**src/design/rdfc_pkg.sv**
```systemverilog
// Shared types, constants and the CRC8 step for the register datagram framer and checker.
package rdfc_pkg;

   localparam logic [1:0] CMD_WRITE = 2'd0;
   localparam logic [1:0] CMD_READ  = 2'd1;
   localparam logic [1:0] CMD_RX    = 2'd2;
   localparam logic [1:0] CMD_NONE  = 2'd3;

   localparam logic [7:0] SYNC_BYTE   = 8'h05;
   localparam logic [7:0] MASTER_ADDR = 8'hFF;
   localparam logic [7:0] CRC_POLY    = 8'h07;

   localparam logic [2:0] ST_OK        = 3'd0;
   localparam logic [2:0] ST_BAD_SYNC  = 3'd1;
   localparam logic [2:0] ST_BAD_MASTER = 3'd2;
   localparam logic [2:0] ST_BAD_ADDR  = 3'd3;
   localparam logic [2:0] ST_BAD_CRC   = 3'd4;

   localparam logic [3:0] WRITE_LEN = 4'd8;
   localparam logic [3:0] READ_LEN  = 4'd4;

   localparam logic [2:0] REPLY_SYNC_IDX   = 3'd0;
   localparam logic [2:0] REPLY_MASTER_IDX = 3'd1;
   localparam logic [2:0] REPLY_ADDR_IDX   = 3'd2;
   localparam logic [2:0] REPLY_CRC_IDX    = 3'd7;

   localparam int QUEUE_DEPTH = 2;
   localparam int QPTR_W      = $clog2(QUEUE_DEPTH);
   localparam int QCNT_W      = $clog2(QUEUE_DEPTH + 1);

   typedef enum logic [1:0] {
      PH_IDLE       = 2'd0,
      PH_ECHO_WRITE = 2'd1,
      PH_ECHO_READ  = 2'd2,
      PH_REPLY      = 2'd3
   } phase_type;

   typedef enum logic [1:0] {
      JOB_WRITE  = 2'd0,
      JOB_READ   = 2'd1,
      JOB_RESULT = 2'd2
   } job_kind_type;

   typedef struct packed {
      job_kind_type kind;
      logic [7:0]   node;
      logic [6:0]   addr;
      logic [31:0]  word;
      logic [2:0]   status;
   } job_type;

   typedef struct packed {
      logic full;
      logic empty;
   } queue_status_type;

   function automatic logic [7:0] crc8_update(input logic [7:0] crc, input logic [7:0] b);
      logic [7:0] c;
      c = crc;
      for (int i = 0; i < 8; i++) begin
         if (c[7] ^ b[i]) begin
            c = {c[6:0], 1'b0} ^ CRC_POLY;
         end else begin
            c = {c[6:0], 1'b0};
         end
      end
      return c;
   endfunction

endpackage

```
**src/design/rdfc_front.sv**
```systemverilog
// Front end: accepts requests, tracks echo and reply phases, checks replies and issues jobs.
module rdfc_front
   import rdfc_pkg::*;
(
   input  logic        clock,
   input  logic        reset,
   input  logic        csr_write_enable,
   input  logic [7:0]  csr_write_data,
   input  logic        accept,
   input  logic [1:0]  command,
   input  logic [6:0]  reg_address,
   input  logic [31:0] write_value,
   input  logic [7:0]  rx_byte,
   output logic        job_push,
   output job_type     job
);

   phase_type   phase_ff, phase_in;
   logic [7:0]  node_ff;
   logic [2:0]  byte_count_ff, byte_count_in;
   logic [3:0]  echo_left_ff, echo_left_in;
   logic [3:0]  echo_dec;
   logic [7:0]  crc_ff, crc_in;
   logic [6:0]  exp_addr_ff, exp_addr_in;
   logic [31:0] reply_ff, reply_in;
   logic [2:0]  first_err_ff, first_err_in;
   logic        err_found;
   logic [2:0]  err_code;

   assign echo_dec = (echo_left_ff != 4'd0) ? echo_left_ff - 4'd1 : 4'd0;

   // next phase
   always_comb begin
      phase_in = phase_ff;
      if (accept) begin
         unique case (command)
            CMD_WRITE: phase_in = PH_ECHO_WRITE;
            CMD_READ:  phase_in = PH_ECHO_READ;
            CMD_RX: begin
               unique case (phase_ff)
                  PH_ECHO_WRITE: if (echo_dec == 4'd0) phase_in = PH_IDLE;
                  PH_ECHO_READ:  if (echo_dec == 4'd0) phase_in = PH_REPLY;
                  PH_REPLY:      if (byte_count_ff == REPLY_CRC_IDX) phase_in = PH_IDLE;
                  PH_IDLE:       phase_in = PH_IDLE;
               endcase
            end
            CMD_NONE:  phase_in = phase_ff;
         endcase
      end
   end

   // reply checks in priority order of their byte position
   always_comb begin
      err_found = 1'b0;
      err_code  = ST_OK;
      unique case (byte_count_ff)
         REPLY_SYNC_IDX: begin
            err_found = (rx_byte != SYNC_BYTE);
            err_code  = ST_BAD_SYNC;
         end
         REPLY_MASTER_IDX: begin
            err_found = (rx_byte != MASTER_ADDR);
            err_code  = ST_BAD_MASTER;
         end
         REPLY_ADDR_IDX: begin
            err_found = (rx_byte != {1'b0, exp_addr_ff});
            err_code  = ST_BAD_ADDR;
         end
         REPLY_CRC_IDX: begin
            err_found = (rx_byte != crc_ff);
            err_code  = ST_BAD_CRC;
         end
         default: begin
            err_found = 1'b0;
            err_code  = ST_OK;
         end
      endcase
   end

   // datapath and job issue
   always_comb begin
      byte_count_in = byte_count_ff;
      echo_left_in  = echo_left_ff;
      crc_in        = crc_ff;
      exp_addr_in   = exp_addr_ff;
      reply_in      = reply_ff;
      first_err_in  = first_err_ff;
      job_push      = 1'b0;
      job.kind      = JOB_WRITE;
      job.node      = node_ff;
      job.addr      = reg_address;
      job.word      = write_value;
      job.status    = ST_OK;
      if (accept) begin
         unique case (command)
            CMD_WRITE, CMD_READ: begin
               job_push      = 1'b1;
               job.kind      = (command == CMD_WRITE) ? JOB_WRITE : JOB_READ;
               echo_left_in  = (command == CMD_WRITE) ? WRITE_LEN : READ_LEN;
               byte_count_in = 3'd0;
               crc_in        = 8'd0;
               reply_in      = 32'd0;
               first_err_in  = ST_OK;
               if (command == CMD_READ) exp_addr_in = reg_address;
            end
            CMD_RX: begin
               unique case (phase_ff)
                  PH_ECHO_WRITE, PH_ECHO_READ: begin
                     echo_left_in = echo_dec;
                     if (echo_dec == 4'd0 && phase_ff == PH_ECHO_READ) begin
                        byte_count_in = 3'd0;
                        crc_in        = 8'd0;
                        reply_in      = 32'd0;
                        first_err_in  = ST_OK;
                     end
                  end
                  PH_REPLY: begin
                     if (first_err_ff == ST_OK && err_found) first_err_in = err_code;
                     if (byte_count_ff > REPLY_ADDR_IDX && byte_count_ff < REPLY_CRC_IDX) begin
                        reply_in = {reply_ff[23:0], rx_byte};
                     end
                     if (byte_count_ff < REPLY_CRC_IDX) begin
                        crc_in        = crc8_update(crc_ff, rx_byte);
                        byte_count_in = byte_count_ff + 3'd1;
                     end else begin
                        job_push      = 1'b1;
                        job.kind      = JOB_RESULT;
                        job.node      = 8'd0;
                        job.addr      = 7'd0;
                        job.word      = (first_err_in != ST_OK) ? 32'd0 : reply_ff;
                        job.status    = first_err_in;
                        byte_count_in = 3'd0;
                        crc_in        = 8'd0;
                     end
                  end
                  PH_IDLE: begin
                     job_push = 1'b0;
                  end
               endcase
            end
            CMD_NONE: job_push = 1'b0;
         endcase
      end
   end

   always_ff @(posedge clock) begin
      if (reset) begin
         phase_ff      <= PH_IDLE;
         node_ff       <= 8'd0;
         byte_count_ff <= 3'd0;
         echo_left_ff  <= 4'd0;
         crc_ff        <= 8'd0;
         exp_addr_ff   <= 7'd0;
         reply_ff      <= 32'd0;
         first_err_ff  <= ST_OK;
      end else begin
         phase_ff      <= phase_in;
         if (csr_write_enable) node_ff <= csr_write_data;
         byte_count_ff <= byte_count_in;
         echo_left_ff  <= echo_left_in;
         crc_ff        <= crc_in;
         exp_addr_ff   <= exp_addr_in;
         reply_ff      <= reply_in;
         first_err_ff  <= first_err_in;
      end
   end

endmodule

```
**src/design/rdfc_job_queue.sv**
```systemverilog
// Short job queue between the front end and the byte emitter.
module rdfc_job_queue
   import rdfc_pkg::*;
(
   input  logic             clock,
   input  logic             reset,
   input  logic             push,
   input  job_type          push_job,
   input  logic             pop,
   output job_type          head,
   output queue_status_type status
);

   job_type           entry_ff [QUEUE_DEPTH];
   logic [QPTR_W-1:0] wr_ptr_ff, rd_ptr_ff;
   logic [QCNT_W-1:0] count_ff;
   logic              do_push, do_pop;

   assign status.full  = (count_ff == QCNT_W'(QUEUE_DEPTH));
   assign status.empty = (count_ff == '0);
   assign do_push      = push && !status.full;
   assign do_pop       = pop && !status.empty;
   assign head         = entry_ff[rd_ptr_ff];

   always_ff @(posedge clock) begin
      if (do_push) entry_ff[wr_ptr_ff] <= push_job;
   end

   always_ff @(posedge clock) begin
      if (reset) begin
         wr_ptr_ff <= '0;
         rd_ptr_ff <= '0;
         count_ff  <= '0;
      end else begin
         if (do_push) begin
            wr_ptr_ff <= (wr_ptr_ff == QPTR_W'(QUEUE_DEPTH - 1)) ? '0 : wr_ptr_ff + 1'b1;
         end
         if (do_pop) begin
            rd_ptr_ff <= (rd_ptr_ff == QPTR_W'(QUEUE_DEPTH - 1)) ? '0 : rd_ptr_ff + 1'b1;
         end
         unique case ({do_push, do_pop})
            2'b10:   count_ff <= count_ff + 1'b1;
            2'b01:   count_ff <= count_ff - 1'b1;
            default: count_ff <= count_ff;
         endcase
      end
   end

endmodule

```
**src/design/rdfc_back.sv**
```systemverilog
// Back end: serializes datagram jobs into bytes with a running CRC and holds the result register.
module rdfc_back
   import rdfc_pkg::*;
(
   input  logic        clock,
   input  logic        reset,
   input  logic        job_valid,
   input  job_type     job,
   output logic        job_pop,
   input  logic        pop,
   output logic        empty,
   output logic        result_kind,
   output logic [7:0]  tx_byte,
   output logic        last_byte,
   output logic [31:0] read_value,
   output logic [2:0]  read_status
);

   logic [2:0]  idx_ff, idx_in;
   logic [7:0]  crc_ff, crc_in;
   logic        valid_ff, valid_in;
   logic        kind_ff, kind_in;
   logic [7:0]  byte_ff, byte_in;
   logic        last_ff, last_in;
   logic [31:0] value_ff, value_in;
   logic [2:0]  status_ff, status_in;
   logic        load, emit;
   logic [2:0]  last_idx;
   logic [7:0]  dg_byte;

   assign load     = !valid_ff || pop;
   assign last_idx = (job.kind == JOB_WRITE) ? 3'(WRITE_LEN - 4'd1) : 3'(READ_LEN - 4'd1);

   always_comb begin
      if (idx_ff == last_idx) begin
         dg_byte = crc_ff;
      end else begin
         unique case (idx_ff)
            3'd0:    dg_byte = SYNC_BYTE;
            3'd1:    dg_byte = job.node;
            3'd2:    dg_byte = {job.kind == JOB_WRITE, job.addr};
            3'd3:    dg_byte = job.word[31:24];
            3'd4:    dg_byte = job.word[23:16];
            3'd5:    dg_byte = job.word[15:8];
            default: dg_byte = job.word[7:0];
         endcase
      end
   end

   always_comb begin
      idx_in    = idx_ff;
      crc_in    = crc_ff;
      job_pop   = 1'b0;
      emit      = 1'b0;
      kind_in   = kind_ff;
      byte_in   = byte_ff;
      last_in   = last_ff;
      value_in  = value_ff;
      status_in = status_ff;
      if (job_valid && load) begin
         unique case (job.kind)
            JOB_WRITE, JOB_READ: begin
               emit      = 1'b1;
               kind_in   = 1'b0;
               byte_in   = dg_byte;
               last_in   = (idx_ff == last_idx);
               value_in  = 32'd0;
               status_in = ST_OK;
               if (idx_ff == last_idx) begin
                  job_pop = 1'b1;
                  idx_in  = 3'd0;
                  crc_in  = 8'd0;
               end else begin
                  idx_in  = idx_ff + 3'd1;
                  crc_in  = crc8_update(crc_ff, dg_byte);
               end
            end
            JOB_RESULT: begin
               emit      = 1'b1;
               job_pop   = 1'b1;
               kind_in   = 1'b1;
               byte_in   = 8'd0;
               last_in   = 1'b0;
               value_in  = job.word;
               status_in = job.status;
            end
            default: begin
               // drop an unknown job
               job_pop = 1'b1;
            end
         endcase
      end
      valid_in = emit || (valid_ff && !pop);
   end

   always_ff @(posedge clock) begin
      if (reset) begin
         idx_ff   <= 3'd0;
         crc_ff   <= 8'd0;
         valid_ff <= 1'b0;
      end else begin
         idx_ff   <= idx_in;
         crc_ff   <= crc_in;
         valid_ff <= valid_in;
      end
   end

   always_ff @(posedge clock) begin
      kind_ff   <= kind_in;
      byte_ff   <= byte_in;
      last_ff   <= last_in;
      value_ff  <= value_in;
      status_ff <= status_in;
   end

   assign empty       = !valid_ff;
   assign result_kind = kind_ff;
   assign tx_byte     = byte_ff;
   assign last_byte   = last_ff;
   assign read_value  = value_ff;
   assign read_status = status_ff;

endmodule

```
**src/design/register_datagram_framer_checker_top.sv**
```systemverilog
// Top level of the register datagram framer and checker.
//
//  channel   handshake          payload
//  request   push / full        req_command, req_reg_address, req_write_value, req_rx_byte
//  response  pop / empty        rsp_result_kind, rsp_tx_byte, rsp_last_byte,
//                               rsp_read_value, rsp_read_status
//  csr       csr_write_enable   csr_write_data (node address)
//
// A request is taken while full is low; the front end updates the echo and reply state at once.
// The byte emitter drives one response byte a cycle unless the response stalls: a write
// request gives 8 bytes, a read request 4, a reply's final byte one result, other bytes none.
// Reset is synchronous and clears all phase, count and queue state; no clearing pass.
// full rises while the two-entry job queue is full; a stalled response holds its register
// and stalls the emitter, while the front end keeps working until the queue fills.
module register_datagram_framer_checker_top
   import rdfc_pkg::*;
(
   input  logic        clock,
   input  logic        reset,
   input  logic        push,
   output logic        full,
   input  logic [1:0]  req_command,
   input  logic [6:0]  req_reg_address,
   input  logic [31:0] req_write_value,
   input  logic [7:0]  req_rx_byte,
   output logic        empty,
   input  logic        pop,
   output logic        rsp_result_kind,
   output logic [7:0]  rsp_tx_byte,
   output logic        rsp_last_byte,
   output logic [31:0] rsp_read_value,
   output logic [2:0]  rsp_read_status,
   input  logic        csr_write_enable,
   input  logic [7:0]  csr_write_data
);

   logic             accept;
   logic             job_push;
   job_type          front_job;
   job_type          head_job;
   logic             job_pop;
   queue_status_type q_status;

   // accept a request only when the front end has room for any job it may issue
   assign full   = q_status.full;
   assign accept = push && !q_status.full;

   rdfc_front u_front (
      .clock            (clock),
      .reset            (reset),
      .csr_write_enable (csr_write_enable),
      .csr_write_data   (csr_write_data),
      .accept           (accept),
      .command          (req_command),
      .reg_address      (req_reg_address),
      .write_value      (req_write_value),
      .rx_byte          (req_rx_byte),
      .job_push         (job_push),
      .job              (front_job)
   );

   // hold jobs between classification and byte emission
   rdfc_job_queue u_queue (
      .clock    (clock),
      .reset    (reset),
      .push     (job_push),
      .push_job (front_job),
      .pop      (job_pop),
      .head     (head_job),
      .status   (q_status)
   );

   // advance datagram bytes and results into the response register
   rdfc_back u_back (
      .clock       (clock),
      .reset       (reset),
      .job_valid   (!q_status.empty),
      .job         (head_job),
      .job_pop     (job_pop),
      .pop         (pop),
      .empty       (empty),
      .result_kind (rsp_result_kind),
      .tx_byte     (rsp_tx_byte),
      .last_byte   (rsp_last_byte),
      .read_value  (rsp_read_value),
      .read_status (rsp_read_status)
   );

`ifndef SYNTHESIS
   a_queue_flags : assert property (@(posedge clock) disable iff (reset)
      !(q_status.full && q_status.empty))
      else $error("job queue reports full and empty together");

   a_push_room : assert property (@(posedge clock) disable iff (reset)
      job_push |-> !q_status.full)
      else $error("job issued into a full queue");

   a_pop_valid : assert property (@(posedge clock) disable iff (reset)
      job_pop |-> !q_status.empty)
      else $error("job taken from an empty queue");

   a_reset_empty : assert property (@(posedge clock)
      $past(reset) |-> empty)
      else $error("response present right after reset");

   a_error_zero : assert property (@(posedge clock) disable iff (reset)
      (!empty && rsp_result_kind && rsp_read_status != ST_OK) |-> rsp_read_value == 32'd0)
      else $error("failed read returns a nonzero value");
`endif

endmodule
```
**config.mk**
```make
export PLATFORM = sky130hd
export DESIGN_NAME = register_datagram_framer_checker_top
export DESIGN_NICKNAME = d
export VERILOG_FILES = /design/src/design/rdfc_pkg.sv /design/src/design/rdfc_front.sv /design/src/design/rdfc_job_queue.sv /design/src/design/rdfc_back.sv /design/src/design/register_datagram_framer_checker_top.sv
export SDC_FILE = /design/constraint.sdc
export NUM_CORES = 1
export LEC_CHECK = 0
export BUFFER_PORTS_ARGS = -buffer_cell sky130_fd_sc_hd__buf_2
export CAP_MARGIN = 10
export CELL_PAD_IN_SITES_DETAIL_PLACEMENT = 1
export CELL_PAD_IN_SITES_GLOBAL_PLACEMENT = 2
export CORE_MARGIN = 2
export CORE_UTILIZATION = 36
export DETAILED_ROUTE_END_ITERATION = 10
export PLACE_DENSITY_LB_ADDON = 0.08
export SYNTH_ARGS = -nofsm -noshare
export SYNTH_HDL_FRONTEND = slang
export SYNTH_SLANG_ARGS = --single-unit
```
**constraint.sdc**
```tcl
create_clock -name clock -period 4.84 [get_ports clock]
set_input_delay 0.726 -clock clock [delete_from_list [all_inputs] [get_ports clock]]
set_output_delay 0.726 -clock clock [all_outputs]
set_load 0.01 [all_outputs]
```
==> qor.yml <==
routing:
  route.detailed.drc: 0
  drt_iter0_markers: 391
  routed_wirelength_um: 28900
  wl_per_cell_um: 20.3
  final_antenna_net_count: 0
  vias: 7320
  avgViaCountPerCell: 5.13
  drtPass1Iterations: 5
critical_path:
  worstPathMaxFanout: 36
  cp_data_required_time_ns: 5.30
  crit_path_end_kind: "register"
  crit_top_cell: "a31oi_1"
  cpPeakStageDelay_ns: 0.94
  arrival_ns: 4.16
  crit_chain: "mux2i_1, o22ai_1, o21ai_0, o2111ai_1, a31oi_1, xnor2_1, xnor3_1, or3_1, a31oi_1"
  start_kind: "register"
  setup.worst_path.class: "reg -> reg"
  worst_path_max_delay_cell: "dfxtp_2"
placement:
  hpwl_um: 20900
  gp_congestion: 0.838
  post-place-cells: 1376
  io_buffers: 108
clock_tree:
  numCtsBuffers: 28
  cts_tree: "yes"
  clockBufferDepth: 3
  htreeDepth: 1
  clkTransAtPathRegs_ns: 0.06
  postCtsHoldBufs: 0
  root_buffer: "clkbuf_16"
  cts_setup_buffers: 0
  insertion_delay_ns: 0.58
  post_cts_resized: 0
  cts_sinks: 233
die:
  dieArea_um2: 30500
  die_w_um: 175
  ioPinCount: 109
  design.core.area_um2: 28700
  initial_utilization_pct: 36.5
  die_h_um: 175
  rows: 62
layout:
  num-nets-final: 1105
  area_growth_pct: 18.0
  n_fill_cell: 3123
  drive_above_1_share_pct: 19.0
  antennaDiodeCount: 0
  layout.cells.non_filler: 1428
job:
  cap_violations: 0
sta:
  tns_ns: 0
  finClkSkew_ns: 0.0489
  min_period_ns: 3.70
  slew_headroom_pct: 36.4
  tightest_slew_ns: 0.954
  rsz0062_at_grt: "no"
  setup_violations: 0
  finalCritPeriodShare_pct: 76.5
  clock.fmax_mhz: 270
  hold_viol_final: 0
  slew_viol_final: 0
synthesis:
  ys_seq_area_share_pct: 58.8
  yosysMostFrequentCell: "edfxtp_1"
  synth_warnings: 0
  syn_area_um2: 10500
  synth_cell_types: 60
  ys_seq_elements: 233
  synthArstFlopShare_pct: 0
  synthTopCellsByArea: "edfxtp_1 43%, dfxtp_1 16%, mux2i_1 4.2%, nor2_1 3.3%, xnor2_1 3.1%"
  synth_ff_type: "edfxtp_1"
  yosys-top-cells-count: "149 x edfxtp_1, 91 x nor2_1, 84 x dfxtp_1"
  synth-edff-count: 149
  synth_fp_nets: 1004
  yosys.area.top_type_share_pct: 42.7
  yosysTopAreaCell: "edfxtp_1"
  synth_area_per_cell_um2: 11.4
  synth_cells: 921
power:
  p_total_uw: 6290
  ir_drop_mv: 0.316
  power.leakage_uw: 0.00446
  p_comb_share_pct: 24.9
  power_density_nw_per_um2: 509
  seqPwrFrac_pct: 41.6
  p_sw_share_pct: 30.8
  clkPwrFrac_pct: 33.5
  power_switching_uw: 1940
  p_int_uw: 4360
worst_hold_path:
  min_path_type: "in -> reg"
grt:
  grt_max_degree: 78
  antenna_found_initial: 0
  gr-total-overflow: 0
  grt_pass1_wl_um: 44600
  grt_pass1_vias: 7528
  grt_usage_pct: 19.0
status:
  status: "completed"
## flip-flops by register name, summed over array words and instances, names as in the netlist, 4 cells and up, named ones only
register              cells
u_queue.entry_ff        104
u_front.exp_addr_ff       7
u_front.crc_ff            8
u_back.tx_byte            8
u_back.read_value        32
u_front.node_ff           8
u_back.crc_ff             8
u_front.echo_left_ff      4
u_front.reply_ff         32
## metal layers
| layer | global-route usage, % | wire [um] | vias up |
|---|---|---|---|
| met5 | 0 | 0 | - |
| li1 | - | - | 3541 |
| met2 | 30.1 | 13000 | 151 |
| met1 | 26.9 | 14000 | 3576 |
| met4 | 6.01 | 761 | 0 |
| met3 | 2.56 | 1140 | 52 |
## cells in the final DEF, fill, tap and decap left out, types with 21 or more instances in the layout
master,Yosys,layout
a22o_1,35,35
inv_1,27,26
clkbuf_16,0,28
a21oi_1,64,63
mux2_2,22,22
edfxtp_1,149,149
ha_1,21,21
dfxtp_1,84,83
o21ai_0,23,23
nand3_1,39,39
nor2_1,91,90
mux2i_1,44,44
xnor2_1,37,37
nand2_1,70,70
buf_2,4,108
## cell type report
class	instances	area, um2	share of cell area, %
Timing Repair Buffer	124	673	5.45
Clock buffer	36	751	6.07
Clock inverter	16	184	1.49
Sequential cell	233	6160	49.8
Inverter	28	105	0.850
Tap cell	384	480	3.89
Multi-Input combinational cell	607	4010	32.4
## worst max-delay path: cells and delay by family (launching register included)
family	cells	cell delay, ns
DFF	1	0.94
and+or+nand+nor	1	0.32
muxes	1	0.57
xor gates and xnor gates	2	0.63
AOI/OAI and AO/OA	5	1.14
## metrics by stage
stage | hold WS [ns] | worst slack, ns | area [um2] | utilization (%)
2_1_floorplan | 0.432 | 0.338 | 10500 | -
3_3_place_gp | 0.458 | 1.18 | 11400 | 39.8
3_5_place_dp | 0.460 | 1.17 | 11400 | 39.8
4_1_cts | 0.355 | 1.17 | 12400 | 43.1
5_1_grt | 0.377 | 0.836 | 12400 | 43.1
6_report | 0.385 | 1.14 | 12400 | 43.1
## power by group through the flow
| stage | sequential, uW | clock, uW | combinational (uW) |
|---|---|---|---|
| floorplan | 2680 | 0 | 1030 |
| global placement | 2660 | 0 | 1580 |
| detailed placement | 2660 | 0 | 1580 |
| CTS | 2630 | 2160 | 1590 |
| global route | 2650 | 2240 | 1710 |
| finish | 2620 | 2110 | 1570 |
## cell families (layout without fill, tap and decap cells)
| logic type | Yosys count | in the layout | synth area share [%] |
|---|---|---|---|
| AO/OA/AOI/OAI | 185 | 185 | 11.8 |
| XOR/XNOR | 52 | 52 | 4.55 |
| adder cells (fa/ha/maj) | 21 | 21 | 2.51 |
| buffers and inverters | 81 | 204 | 3.09 |
| flip-flops | 233 | 233 | 58.8 |
| multiplexers | 67 | 67 | 6.70 |
| AND/OR/NAND/NOR | 282 | 282 | 12.6 |
## path summary, 6_finish.rpt
path | startpoint | to | slack [ns] | cells past startpoint
min reg2reg | u_front.reply_ff[25] | u_front.reply_ff[25] | 0.47 | 2
max reg2reg | register | u_back.crc_ff[3] | 1.14 | 9
max | register | u_back.crc_ff[3] | 1.14 | 9
min | csr_write_data[4] | u_front.node_ff[4] | 0.38 | 3
Note: power is estimated with default switching activity, not from simulation.
